**config.mk**
```make
export PLATFORM = sky130hd
export DESIGN_NAME = led_keyframe_animator_flat
export DESIGN_NICKNAME = d
export VERILOG_FILES = /design/src/hw/rtl/lka_pkg.sv /design/src/hw/rtl/lka_if.sv /design/src/hw/rtl/lka_div.sv /design/src/hw/rtl/lka_dp.sv /design/src/hw/rtl/lka_ctrl.sv /design/src/hw/rtl/led_keyframe_animator.sv /design/src/flat_wrapper.sv
export SDC_FILE = /design/constraint.sdc
export NUM_CORES = 1
export LEC_CHECK = 0
export BUFFER_PORTS_ARGS = -buffer_cell sky130_fd_sc_hd__clkbuf_2
export CAP_MARGIN = 25
export CORE_ASPECT_RATIO = 2
export CORE_MARGIN = 4
export CORE_UTILIZATION = 60
export CTS_CLUSTER_DIAMETER = 200
export DETAILED_ROUTE_END_ITERATION = 7
export GPL_ROUTABILITY_DRIVEN = 0
export HOLD_SLACK_MARGIN = 0.12
export PLACE_DENSITY = 0.85
export SLEW_MARGIN = 10
export SYNTH_ARGS = -nofsm -noshare
export SYNTH_HDL_FRONTEND = slang
export SYNTH_SLANG_ARGS = --single-unit
```
**constraint.sdc**
```tcl
create_clock -name clk -period 17.5 [get_ports clk]
set_input_delay 4.375 -clock clk [delete_from_list [all_inputs] [get_ports clk]]
set_output_delay 4.375 -clock clk [all_outputs]
set_load 0.01 [all_outputs]
```
**src/hw/rtl/lka_pkg.sv**
```systemverilog
// shared constants, codes, types and helpers of the keyframe animator
package lka_pkg;

	localparam int MAX_FRAMES_DEF = 16;

	localparam int FUNC_W     = 2;
	localparam int INDEX_W    = 4;
	localparam int STEP_W     = 15;
	localparam int LEVEL_W    = 8;
	localparam int MODE_W     = 3;
	localparam int FIU_W      = 5;
	localparam int CNT_W      = 16;
	localparam int CFG_IDX_W  = 3;
	localparam int CFG_DATA_W = 15;
	localparam int NUM_W      = LEVEL_W + STEP_W;
	localparam int DEN_W      = STEP_W;

	localparam logic [FUNC_W-1:0] FUNC_TICK    = 2'd0;
	localparam logic [FUNC_W-1:0] FUNC_LOAD    = 2'd1;
	localparam logic [FUNC_W-1:0] FUNC_RESTART = 2'd2;

	localparam logic [MODE_W-1:0] MODE_OFF    = 3'd0;
	localparam logic [MODE_W-1:0] MODE_ON     = 3'd1;
	localparam logic [MODE_W-1:0] MODE_MANUAL = 3'd2;
	localparam logic [MODE_W-1:0] MODE_ANIM   = 3'd3;
	localparam logic [MODE_W-1:0] MODE_INTERP = 3'd4;

	localparam logic [CFG_IDX_W-1:0] CFG_LIGHT_MODE    = 3'd0;
	localparam logic [CFG_IDX_W-1:0] CFG_MANUAL_LEVEL  = 3'd1;
	localparam logic [CFG_IDX_W-1:0] CFG_HOLD_STEPS    = 3'd2;
	localparam logic [CFG_IDX_W-1:0] CFG_FRAMES_IN_USE = 3'd3;
	localparam logic [CFG_IDX_W-1:0] CFG_ANALOG_OUTPUT = 3'd4;

	localparam logic [LEVEL_W-1:0]      LEVEL_FULL = 8'd255;
	localparam logic signed [CNT_W-1:0] CNT_TOP    = 16'sh7FFF;

	typedef enum logic [2:0] {
		ST_IDLE,
		ST_SRCH_RD,
		ST_SRCH_CMP,
		ST_NEXT_RD,
		ST_MUL,
		ST_DSTART,
		ST_DIV,
		ST_EMIT
	} lka_state_t;

	typedef struct packed {
		logic accept;
		logic rd_search;
		logic compare;
		logic rd_next;
		logic mul;
		logic div_start;
		logic finish;
		logic emit;
	} lka_cmd_t;

	typedef struct packed {
		logic search;
		logic hit;
		logic idx_zero;
		logic interp;
		logic trivial;
		logic div_done;
		logic out_free;
	} lka_status_t;

	// pwm level, or active-low pin level
	function automatic logic [LEVEL_W-1:0] pin_value(input logic [LEVEL_W-1:0] level,
							 input logic analog);
		logic [LEVEL_W-1:0] res;
		if (analog) begin
			res = level;
		end else begin
			res = {{(LEVEL_W-1){1'b0}}, (level == '0)};
		end
		return res;
	endfunction

endpackage

```
**src/hw/rtl/lka_if.sv**
```systemverilog
// handshake interfaces for the command and drive channels

interface lka_cmd_if;
	import lka_pkg::*;

	logic                 valid;
	logic                 ready;
	logic [FUNC_W-1:0]    func;
	logic [INDEX_W-1:0]   frame_index;
	logic [STEP_W-1:0]    frame_step;
	logic [LEVEL_W-1:0]   frame_level;

	modport source (output valid, output func, output frame_index, output frame_step,
			output frame_level, input ready);
	modport sink (input valid, input func, input frame_index, input frame_step,
		      input frame_level, output ready);
endinterface

interface lka_drive_if;
	import lka_pkg::*;

	logic                 valid;
	logic                 ready;
	logic                 drive_valid;
	logic [LEVEL_W-1:0]   drive_value;
	logic                 sequence_ended;

	modport source (output valid, output drive_valid, output drive_value,
			output sequence_ended, input ready);
	modport sink (input valid, input drive_valid, input drive_value,
		      input sequence_ended, output ready);
endinterface

```
**src/hw/rtl/lka_div.sv**
```systemverilog
// restoring divider, one quotient bit a cycle, low quotient byte kept
module lka_div (
	input  logic                       clk,
	input  logic                       arst_n,
	input  logic                       start,
	input  logic [lka_pkg::NUM_W-1:0]  num,
	input  logic [lka_pkg::DEN_W-1:0]  den,
	output logic                       busy,
	output logic [lka_pkg::LEVEL_W-1:0] quot
);
	import lka_pkg::*;

	localparam int CW = $clog2(NUM_W + 1);

	logic [NUM_W-1:0]   num_q;
	logic [DEN_W-1:0]   den_q;
	logic [DEN_W-1:0]   rem_q;
	logic [LEVEL_W-1:0] quot_q;
	logic [CW-1:0]      cnt_q;
	logic               busy_q;
	logic [DEN_W:0]     trial;
	logic               fits;

	assign trial = {rem_q, num_q[NUM_W-1]};
	assign fits  = trial >= {1'b0, den_q};

	always_ff @(posedge clk or negedge arst_n) begin
		if (!arst_n) begin
			busy_q <= 1'b0;
			cnt_q  <= '0;
		end else if (start) begin
			busy_q <= 1'b1;
			cnt_q  <= CW'(NUM_W);
		end else if (busy_q) begin
			cnt_q <= cnt_q - CW'(1);
			if (cnt_q == CW'(1)) begin
				busy_q <= 1'b0;
			end
		end
	end

	always_ff @(posedge clk) begin
		if (start) begin
			num_q  <= num;
			den_q  <= den;
			rem_q  <= '0;
			quot_q <= '0;
		end else if (busy_q) begin
			num_q  <= {num_q[NUM_W-2:0], 1'b0};
			rem_q  <= fits ? DEN_W'(trial - {1'b0, den_q}) : trial[DEN_W-1:0];
			quot_q <= {quot_q[LEVEL_W-2:0], fits};
		end
	end

	assign busy = busy_q;
	assign quot = quot_q;

endmodule

```
**src/hw/rtl/lka_dp.sv**
```systemverilog
// datapath: registers, keyframe memory, counter, interpolation arithmetic
module lka_dp #(
	parameter int MAX_FRAMES = lka_pkg::MAX_FRAMES_DEF
) (
	input  logic                           clk,
	input  logic                           arst_n,
	input  lka_pkg::lka_cmd_t              ctl,
	output lka_pkg::lka_status_t           sts,
	input  logic [lka_pkg::FUNC_W-1:0]     func,
	input  logic [lka_pkg::INDEX_W-1:0]    frame_index,
	input  logic [lka_pkg::STEP_W-1:0]     frame_step,
	input  logic [lka_pkg::LEVEL_W-1:0]    frame_level,
	input  logic                           cfg_write,
	input  logic [lka_pkg::CFG_IDX_W-1:0]  cfg_index,
	input  logic [lka_pkg::CFG_DATA_W-1:0] cfg_data,
	output logic                           out_valid,
	input  logic                           out_ready,
	output logic                           drive_valid,
	output logic [lka_pkg::LEVEL_W-1:0]    drive_value,
	output logic                           sequence_ended
);
	import lka_pkg::*;

	localparam int FI_W  = $clog2(MAX_FRAMES);
	localparam int XW    = (FI_W > INDEX_W) ? FI_W : INDEX_W;
	localparam int ENT_W = STEP_W + LEVEL_W;

	// configuration registers
	logic [MODE_W-1:0]  mode_cfg_q;
	logic [LEVEL_W-1:0] manual_cfg_q;
	logic [STEP_W-1:0]  hold_q;
	logic [FIU_W-1:0]   fiu_q;
	logic               analog_q;

	// run state
	logic signed [CNT_W-1:0] cnt_q;
	logic                    pending_q;
	logic [MODE_W-1:0]       run_mode_q;
	logic [LEVEL_W-1:0]      run_level_q;

	// search and interpolation
	logic [ENT_W-1:0]   mem [MAX_FRAMES];
	logic [ENT_W-1:0]   rdata_q;
	logic [FI_W-1:0]    idx_q;
	logic [FI_W-1:0]    f_q;
	logic [LEVEL_W-1:0] fv_q;
	logic [STEP_W-1:0]  fs_q;
	logic               trivial_q;
	logic               q_neg_q;
	logic [NUM_W-1:0]   prod_q;
	logic [DEN_W-1:0]   den_q;

	// result held until the output register is free
	logic               res_valid_q;
	logic [LEVEL_W-1:0] res_value_q;
	logic               res_ended_q;

	logic               out_valid_q;
	logic               out_dv_q;
	logic [LEVEL_W-1:0] out_value_q;
	logic               out_ended_q;

	logic [XW-1:0]           idx_x;
	logic [FI_W-1:0]         wr_addr;
	logic                    wr_en;
	logic [FI_W-1:0]         rd_addr;
	logic [FI_W-1:0]         last_idx;
	logic [FI_W-1:0]         nx;
	logic signed [CNT_W-1:0] cnt_inc;
	logic signed [CNT_W-1:0] cnt_restart;
	logic [LEVEL_W-1:0]      fixed_level;
	logic [STEP_W-1:0]       rstep;
	logic [LEVEL_W-1:0]      rlevel;
	logic                    hit;
	logic [LEVEL_W-1:0]      dv_mag;
	logic [STEP_W-1:0]       dc;
	logic [NUM_W-1:0]        prod_c;
	logic [LEVEL_W-1:0]      quot;
	logic [LEVEL_W-1:0]      q_signed;
	logic [LEVEL_W-1:0]      interp_level;
	logic                    div_busy;
	logic                    fixed_run;

	always_ff @(posedge clk or negedge arst_n) begin
		if (!arst_n) begin
			mode_cfg_q   <= MODE_OFF;
			manual_cfg_q <= '0;
			hold_q       <= '0;
			fiu_q        <= FIU_W'(1);
			analog_q     <= 1'b1;
		end else if (cfg_write) begin
			case (cfg_index)
				CFG_LIGHT_MODE:    mode_cfg_q   <= cfg_data[MODE_W-1:0];
				CFG_MANUAL_LEVEL:  manual_cfg_q <= cfg_data[LEVEL_W-1:0];
				CFG_HOLD_STEPS:    hold_q       <= cfg_data[STEP_W-1:0];
				CFG_FRAMES_IN_USE: fiu_q        <= cfg_data[FIU_W-1:0];
				CFG_ANALOG_OUTPUT: analog_q     <= cfg_data[0];
				default: ;
			endcase
		end
	end

	// frame count clamped to 1..MAX_FRAMES, as a last index
	always_comb begin
		if (fiu_q == '0) begin
			last_idx = '0;
		end else if (32'(fiu_q) > MAX_FRAMES) begin
			last_idx = FI_W'(MAX_FRAMES - 1);
		end else begin
			last_idx = FI_W'(fiu_q - FIU_W'(1));
		end
	end

	assign fixed_run   = run_mode_q <= MODE_MANUAL;
	assign cnt_inc     = (cnt_q != CNT_TOP) ? cnt_q + 16'sd1 : cnt_q;
	assign cnt_restart = (mode_cfg_q <= MODE_MANUAL) ? -$signed({1'b0, hold_q}) : '0;

	always_comb begin
		case (run_mode_q)
			MODE_OFF: fixed_level = '0;
			MODE_ON:  fixed_level = LEVEL_FULL;
			default:  fixed_level = run_level_q;
		endcase
	end

	always_ff @(posedge clk or negedge arst_n) begin
		if (!arst_n) begin
			cnt_q       <= '0;
			pending_q   <= 1'b0;
			run_mode_q  <= MODE_OFF;
			run_level_q <= '0;
		end else if (ctl.accept) begin
			case (func)
				FUNC_RESTART: begin
					run_mode_q  <= mode_cfg_q;
					run_level_q <= manual_cfg_q;
					pending_q   <= 1'b1;
					cnt_q       <= cnt_restart;
				end
				FUNC_TICK: begin
					cnt_q <= cnt_inc;
					if (fixed_run) begin
						pending_q <= 1'b0;
					end
				end
				default: ;
			endcase
		end
	end

	// keyframe memory, one write and one registered read a cycle
	assign idx_x   = XW'(frame_index);
	assign wr_addr = idx_x[FI_W-1:0];
	assign wr_en   = ctl.accept && (func == FUNC_LOAD) && (32'(frame_index) < MAX_FRAMES);
	assign nx      = (f_q != last_idx) ? f_q + FI_W'(1) : f_q;
	assign rd_addr = ctl.rd_next ? nx : idx_q;

	always_ff @(posedge clk) begin
		if (wr_en) begin
			mem[wr_addr] <= {frame_step, frame_level};
		end
		if (ctl.rd_search || ctl.rd_next) begin
			rdata_q <= mem[rd_addr];
		end
	end

	assign rstep  = rdata_q[ENT_W-1:LEVEL_W];
	assign rlevel = rdata_q[LEVEL_W-1:0];
	assign hit    = cnt_q >= $signed({1'b0, rstep});

	// magnitudes for the interpolation quotient
	assign dv_mag = (rlevel >= fv_q) ? rlevel - fv_q : fv_q - rlevel;
	assign dc     = cnt_q[STEP_W-1:0] - fs_q;
	assign prod_c = NUM_W'(dv_mag) * NUM_W'(dc);

	assign q_signed     = q_neg_q ? LEVEL_W'(-quot) : quot;
	assign interp_level = trivial_q ? fv_q : fv_q + q_signed;

	always_ff @(posedge clk) begin
		if (ctl.accept) begin
			idx_q       <= last_idx;
			res_valid_q <= 1'b0;
			res_value_q <= '0;
			res_ended_q <= 1'b0;
			if (func == FUNC_TICK && fixed_run) begin
				if (pending_q) begin
					res_valid_q <= 1'b1;
					res_value_q <= pin_value(fixed_level, analog_q);
				end else if (cnt_inc == '0) begin
					res_ended_q <= 1'b1;
				end
			end
		end
		if (ctl.compare) begin
			if (hit) begin
				f_q         <= idx_q;
				fv_q        <= rlevel;
				fs_q        <= rstep;
				res_valid_q <= 1'b1;
				res_ended_q <= idx_q == last_idx;
				res_value_q <= pin_value(rlevel, analog_q);
			end else if (idx_q != '0) begin
				idx_q <= idx_q - FI_W'(1);
			end
		end
		if (ctl.mul) begin
			trivial_q <= (rlevel == fv_q) || (rstep == fs_q);
			q_neg_q   <= (rlevel < fv_q) ^ (rstep < fs_q);
			prod_q    <= prod_c;
			den_q     <= (rstep >= fs_q) ? rstep - fs_q : fs_q - rstep;
		end
		if (ctl.finish) begin
			res_value_q <= pin_value(interp_level, analog_q);
		end
	end

	lka_div u_div (
		.clk    (clk),
		.arst_n (arst_n),
		.start  (ctl.div_start),
		.num    (prod_q),
		.den    (den_q),
		.busy   (div_busy),
		.quot   (quot)
	);

	// output register
	always_ff @(posedge clk or negedge arst_n) begin
		if (!arst_n) begin
			out_valid_q <= 1'b0;
		end else if (ctl.emit) begin
			out_valid_q <= 1'b1;
		end else if (out_ready) begin
			out_valid_q <= 1'b0;
		end
	end

	always_ff @(posedge clk) begin
		if (ctl.emit) begin
			out_dv_q    <= res_valid_q;
			out_value_q <= res_value_q;
			out_ended_q <= res_ended_q;
		end
	end

	assign out_valid      = out_valid_q;
	assign drive_valid    = out_dv_q;
	assign drive_value    = out_value_q;
	assign sequence_ended = out_ended_q;

	assign sts.search   = (func == FUNC_TICK)
			      && (run_mode_q == MODE_ANIM || run_mode_q == MODE_INTERP);
	assign sts.hit      = hit;
	assign sts.idx_zero = idx_q == '0;
	assign sts.interp   = run_mode_q == MODE_INTERP;
	assign sts.trivial  = trivial_q;
	assign sts.div_done = !div_busy;
	assign sts.out_free = !out_valid_q || out_ready;

endmodule

```
**src/hw/rtl/lka_ctrl.sv**
```systemverilog
// controller state machine sequencing search, interpolation and output
module lka_ctrl (
	input  logic                 clk,
	input  logic                 arst_n,
	input  logic                 in_valid,
	output logic                 in_ready,
	input  lka_pkg::lka_status_t sts,
	output lka_pkg::lka_cmd_t    ctl
);
	import lka_pkg::*;

	lka_state_t state_q;
	lka_state_t state_nxt;

	always_ff @(posedge clk or negedge arst_n) begin
		if (!arst_n) begin
			state_q <= ST_IDLE;
		end else begin
			state_q <= state_nxt;
		end
	end

	always_comb begin
		state_nxt = state_q;
		ctl       = '0;
		in_ready  = 1'b0;
		case (state_q)
			ST_IDLE: begin
				in_ready = 1'b1;
				if (in_valid) begin
					ctl.accept = 1'b1;
					state_nxt  = sts.search ? ST_SRCH_RD : ST_EMIT;
				end
			end
			ST_SRCH_RD: begin
				ctl.rd_search = 1'b1;
				state_nxt     = ST_SRCH_CMP;
			end
			ST_SRCH_CMP: begin
				ctl.compare = 1'b1;
				if (sts.hit) begin
					state_nxt = sts.interp ? ST_NEXT_RD : ST_EMIT;
				end else if (sts.idx_zero) begin
					state_nxt = ST_EMIT;
				end else begin
					state_nxt = ST_SRCH_RD;
				end
			end
			ST_NEXT_RD: begin
				ctl.rd_next = 1'b1;
				state_nxt   = ST_MUL;
			end
			ST_MUL: begin
				ctl.mul   = 1'b1;
				state_nxt = ST_DSTART;
			end
			ST_DSTART: begin
				if (sts.trivial) begin
					ctl.finish = 1'b1;
					state_nxt  = ST_EMIT;
				end else begin
					ctl.div_start = 1'b1;
					state_nxt     = ST_DIV;
				end
			end
			ST_DIV: begin
				if (sts.div_done) begin
					ctl.finish = 1'b1;
					state_nxt  = ST_EMIT;
				end
			end
			ST_EMIT: begin
				if (sts.out_free) begin
					ctl.emit  = 1'b1;
					state_nxt = ST_IDLE;
				end
			end
			default: begin
				state_nxt = ST_IDLE;
			end
		endcase
	end

endmodule

```
**src/hw/rtl/led_keyframe_animator.sv**
```systemverilog
// top level of the led keyframe animator
//
// channel   | role  | word carries
// ----------+-------+-----------------------------------------------------
// cmd       | sink  | func, frame_index, frame_step, frame_level
// drive     | src   | drive_valid, drive_value, sequence_ended
// cfg_*     | write | cfg_index selects register, cfg_data the value
//
// one word is worked at a time; ready is high only in the idle state
// load, restart and tick in off/on/manual: idle, then emit into the output register
// animate tick: a registered memory read and a compare per keyframe probed, then emit
// interpolate adds next read, multiply, divider start; bit-serial divider when needed
// reset clears the counter, flags and run mode; the keyframe memory is not cleared
// a finished word waits in the output register, the next command is taken meanwhile
module led_keyframe_animator #(
	parameter int MAX_FRAMES = lka_pkg::MAX_FRAMES_DEF
) (
	input  logic                           clk,
	input  logic                           arst_n,
	lka_cmd_if.sink                        cmd,
	lka_drive_if.source                    drive,
	input  logic                           cfg_write,
	input  logic [lka_pkg::CFG_IDX_W-1:0]  cfg_index,
	input  logic [lka_pkg::CFG_DATA_W-1:0] cfg_data
);
	import lka_pkg::*;

	lka_cmd_t    ctl;
	lka_status_t sts;

	// sequencer: owns the handshake on the command side
	lka_ctrl u_ctrl (
		.clk      (clk),
		.arst_n   (arst_n),
		.in_valid (cmd.valid),
		.in_ready (cmd.ready),
		.sts      (sts),
		.ctl      (ctl)
	);

	// datapath: config, counter, keyframe memory, divider, output register
	lka_dp #(
		.MAX_FRAMES (MAX_FRAMES)
	) u_dp (
		.clk            (clk),
		.arst_n         (arst_n),
		.ctl            (ctl),
		.sts            (sts),
		.func           (cmd.func),
		.frame_index    (cmd.frame_index),
		.frame_step     (cmd.frame_step),
		.frame_level    (cmd.frame_level),
		.cfg_write      (cfg_write),
		.cfg_index      (cfg_index),
		.cfg_data       (cfg_data),
		.out_valid      (drive.valid),
		.out_ready      (drive.ready),
		.drive_valid    (drive.drive_valid),
		.drive_value    (drive.drive_value),
		.sequence_ended (drive.sequence_ended)
	);

endmodule

```
**src/flat_wrapper.sv**
```systemverilog
// flat-port wrapper written by rule: the top's interface ports become plain ports
module led_keyframe_animator_flat import lka_pkg::*;
#(
	parameter int MAX_FRAMES = lka_pkg::MAX_FRAMES_DEF
)
  (clk, arst_n, cfg_write, cfg_index, cfg_data, cmd_valid, cmd_func, cmd_frame_index, cmd_frame_step, cmd_frame_level, cmd_ready, drive_valid, drive_drive_valid, drive_drive_value, drive_sequence_ended, drive_ready);
  lka_cmd_if cmd_i ();
  lka_drive_if drive_i ();
  input  logic clk;
  input  logic arst_n;
  input  logic cfg_write;
  input  logic [lka_pkg::CFG_IDX_W-1:0] cfg_index;
  input  logic [lka_pkg::CFG_DATA_W-1:0] cfg_data;
  input wire logic [$bits(cmd_i.valid)-1:0] cmd_valid;
  input wire logic [$bits(cmd_i.func)-1:0] cmd_func;
  input wire logic [$bits(cmd_i.frame_index)-1:0] cmd_frame_index;
  input wire logic [$bits(cmd_i.frame_step)-1:0] cmd_frame_step;
  input wire logic [$bits(cmd_i.frame_level)-1:0] cmd_frame_level;
  output wire logic [$bits(cmd_i.ready)-1:0] cmd_ready;
  output wire logic [$bits(drive_i.valid)-1:0] drive_valid;
  output wire logic [$bits(drive_i.drive_valid)-1:0] drive_drive_valid;
  output wire logic [$bits(drive_i.drive_value)-1:0] drive_drive_value;
  output wire logic [$bits(drive_i.sequence_ended)-1:0] drive_sequence_ended;
  input wire logic [$bits(drive_i.ready)-1:0] drive_ready;
  assign cmd_i.valid = cmd_valid;
  assign cmd_i.func = cmd_func;
  assign cmd_i.frame_index = cmd_frame_index;
  assign cmd_i.frame_step = cmd_frame_step;
  assign cmd_i.frame_level = cmd_frame_level;
  assign cmd_ready = cmd_i.ready;
  assign drive_valid = drive_i.valid;
  assign drive_drive_valid = drive_i.drive_valid;
  assign drive_drive_value = drive_i.drive_value;
  assign drive_sequence_ended = drive_i.sequence_ended;
  assign drive_i.ready = drive_ready;
  led_keyframe_animator #(.MAX_FRAMES(MAX_FRAMES)) u_core (.clk(clk), .arst_n(arst_n), .cmd(cmd_i), .drive(drive_i), .cfg_write(cfg_write), .cfg_index(cfg_index), .cfg_data(cfg_data));
endmodule
```
==> flow_metrics.env <==
export IMPL_routed_wl_mm=75.59
export IMPL_clkLatencyLatePin_ps=610
export IMPL_hp_start="u_core.u_dp.den_q[8]"
export IMPL_cts_resized=0
export IMPL_clk_path_buf_depth=3
export IMPL_cp_top_family="adder cells"
export IMPL_whs_endpoint="u_core.u_dp.u_div.den_q[8]"
export IMPL_critPathMaxFanout=9
export IMPL_status="completed"
export IMPL_final_seq_area_um2=17690
export IMPL_r2r_end="u_core.u_dp.prod_q[21]"
export IMPL_detail_route_vias_per_cell=6.225
export IMPL_synth_edff_count=506
export IMPL_fill_cells=3824
export IMPL_drt_iter0_drc=1538
export IMPL_port_buffers=63
export IMPL_tns_ps=0
export IMPL_numCtsBuffers=53
export IMPL_hold_class="reg2reg"
export IMPL_hold_violations=0
export IMPL_cts_root_buf="clkbuf_16"
export IMPL_slew_viol_final=0
export IMPL_cts_post_setup_buffers_inserted=0
export IMPL_ctsHoldBuffers=0
export IMPL_core_area_um2=54500
export IMPL_ys_seq_area_frac=0.5358
export IMPL_critPathSlowestCell="xnor2_1"
export IMPL_path_depth=31
export IMPL_crit_type="reg2reg"
export IMPL_fmax_ghz=0.1241
export IMPL_drtAntennaViolNets=0
export IMPL_yosysWarnings=0
export IMPL_post_route_drc_count=0
export IMPL_drt_wirelength_per_cell_um=22.01
export IMPL_die_w_um=173.9
export IMPL_hold_slack_ps=415.5
export IMPL_synth_top_cell_by_area="edfxtp_1"
export IMPL_clk_pin_slew_ps=70
export IMPL_dp_hpwl_mm=52.96
export IMPL_finalCriticalPeriod_ps=8059
export IMPL_area_growth_pct=8.944
export IMPL_rsz0062_at_grt="false"
export IMPL_cts_sinks=613
export IMPL_endpoint_kind="flip-flop"
export IMPL_firstDrtPassIters=6
export IMPL_fin_skew_ps=26.04
export IMPL_multiInputGateArea_um2=14100
export IMPL_grt_max_degree=129
export IMPL_synth_top_family_by_area="multiplexers"
export IMPL_critical_path_arrival_ps=8400
export IMPL_required_ps=17840
export IMPL_die_y_um=339.7
export IMPL_setup_violations_final=0
export IMPL_synthXorXnorAreaFrac=0.02971
export IMPL_syn_inst=2654
export IMPL_drive_gt1_frac=0.09975
export IMPL_r2r_start="u_core.u_dp.rdata_q[0]"
export IMPL_gr_total_overflow=0
export IMPL_start_util=0.6057
export IMPL_vias=21375
export IMPL_boundaryPins=64
export IMPL_synthSimpleGateAreaFrac=0.08789
export IMPL_num_nets_final=2995
export IMPL_cp_buffers_inverters=6
export IMPL_r2r_setup_slack_ps=9440
export IMPL_startpoint_type="flip-flop"
export IMPL_reg2reg_depth=31
export IMPL_rows=121
export IMPL_synth_fa_ha_area_frac=0.1069
export IMPL_die_area_um2=59070
export IMPL_syn_area_um2=33010
export IMPL_first_global_vias=22409
export IMPL_avgSynthCellArea_um2=12.44
export IMPL_htreeDepth=2
export IMPL_synth_nets=2937
export IMPL_relSlewSlack=0.3210
export IMPL_yosys_cell_types_count=73
export IMPL_synthFlopType="edfxtp_1"
export IMPL_synth_compound_area_frac=0.06579
export IMPL_post_route_period_util=0.4605
export IMPL_yosysTopAreaCellShare=0.4602
export IMPL_synth_area_mux_share=0.1334
export IMPL_synthTopCellsByArea="edfxtp_1 46%, mux2i_1 12%, ha_1 5.5%"
export IMPL_cap_violations=0
export IMPL_grt_usage=0.2506
export IMPL_max_stage_delay_ps=590
export IMPL_grt_pass1_wl_mm=118.2
export IMPL_async_reset_ff_frac=0.1142
export IMPL_antenna_found_initial=1
export IMPL_worstMarginPinSlew_ps=1018
export IMPL_holdPathStages=0
export IMPL_cts_tree="yes"
export IMPL_ys_ff_latch=613
cell families (layout without fill, tap and decap cells):
logic type,Yosys count,in the layout
flops,613,613
simple gates,610,610
mux,433,433
compound gates,347,347
buf+inv,308,411
fa+ha+maj,231,231
xor+xnor,112,112
other cells,0,1
routing by layer:
layer | part of all wire | up-vias | global-route usage
li1 | - | 9643 | -
met1 | 0.34 | 10620 | 0.2606
met2 | 0.54 | 793 | 0.4722
met3 | 0.045 | 319 | 0.03309
met4 | 0.069 | 0 | 0.1521
met5 | 0 | - | 0
Yosys cell counts, types with 12 or more instances:
cell type  number
nand4_1        16
nor2b_1        24
nor2_1        171
xor2_1         29
or2_2          16
nand3_1        36
nor4_1         13
xnor2_1        83
edfxtp_1      506
mux2i_1       387
a31oi_1        12
ha_1          146
o21ai_0        92
mux2_2         45
inv_1         210
a21oi_1       108
fa_1           85
o21a_1         12
buf_6          18
a21o_1         20
nand2_1       181
nand2b_1       42
nor3_1         43
dfrtp_1        68
clkbuf_1       56
and2_1         15
dfxtp_1        37
or3_1          15
buf_2          14
cell type report:
class | count | share of cell area
diodes | 1 | 0.00006957
clock buffers | 72 | 0.04237
clock inverters | 28 | 0.01103
inverters | 210 | 0.02192
multi-input cells | 1733 | 0.3920
flip-flops and latches | 613 | 0.4918
well taps | 676 | 0.02352
repair buffers | 101 | 0.01725
placed cells by master, fill, tap and decap left out, types with 45 or more instances in the layout:
cell / count
edfxtp_1: 506
mux2i_1: 387
inv_1: 210
nand2_1: 181
nor2_1: 158
ha_1: 146
a21oi_1: 107
o21ai_0: 91
fa_1: 85
xnor2_1: 83
dfrtp_1: 68
clkbuf_2: 62
clkbuf_16: 58
mux2_2: 45
sequential cells by signal, indices dropped and copies added, names as in the netlist, 5 cells and up:
| register | flops |
|---|---|
| u_core.u_dp.rdata_q | 23 |
| u_core.u_dp.manual_cfg_q | 8 |
| u_core.u_dp.u_div.den_q | 15 |
| u_core.u_dp.fiu_q | 5 |
| u_core.u_dp.u_div.quot | 8 |
| u_core.u_dp.hold_q | 15 |
| u_core.u_dp.u_div.rem_q | 15 |
| u_core.u_dp.drive_value | 8 |
| u_core.u_dp.mem | 368 |
| u_core.u_dp.run_level_q | 8 |
| u_core.u_dp.res_value_q | 8 |
| u_core.u_dp.fs_q | 15 |
| u_core.u_dp.u_div.cnt_q | 5 |
| u_core.u_dp.prod_q | 23 |
| u_core.u_dp.fv_q | 8 |
| u_core.u_dp.u_div.num_q | 23 |
| u_core.u_dp.cnt_q | 16 |
| u_core.u_dp.den_q | 15 |
stage by stage:
stage	utilization	cells	setup WS, ps	area, µm²
2_1_floorplan	-	2654	10020	33010
3_3_place_gp	0.6238	3328	9382	34000
3_5_place_dp	0.6239	3329	9006	34010
4_1_cts	0.6592	3429	8987	35930
5_1_grt	0.6599	3433	9048	35960
6_report	0.6599	3434	9441	35970
worst max path at each step:
stage	endpoint	slack (ps)	startpoint
detailed placement	u_core.u_dp.prod_q[21]	9010	u_core.u_dp.rdata_q[0]
CTS	u_core.u_dp.prod_q[21]	8990	u_core.u_dp.rdata_q[0]
floorplan	u_core.u_dp.mem[0][0]	10020	cmd_valid
global route	u_core.u_dp.prod_q[21]	9050	u_core.u_dp.rdata_q[0]
global placement	u_core.u_dp.prod_q[21]	9380	u_core.u_dp.rdata_q[0]
finish	u_core.u_dp.prod_q[21]	9440	u_core.u_dp.rdata_q[0]
Power is left out: the tool's default activity adds up to more than one toggle a clock period on the data nets, which glitch-free logic cannot reach.
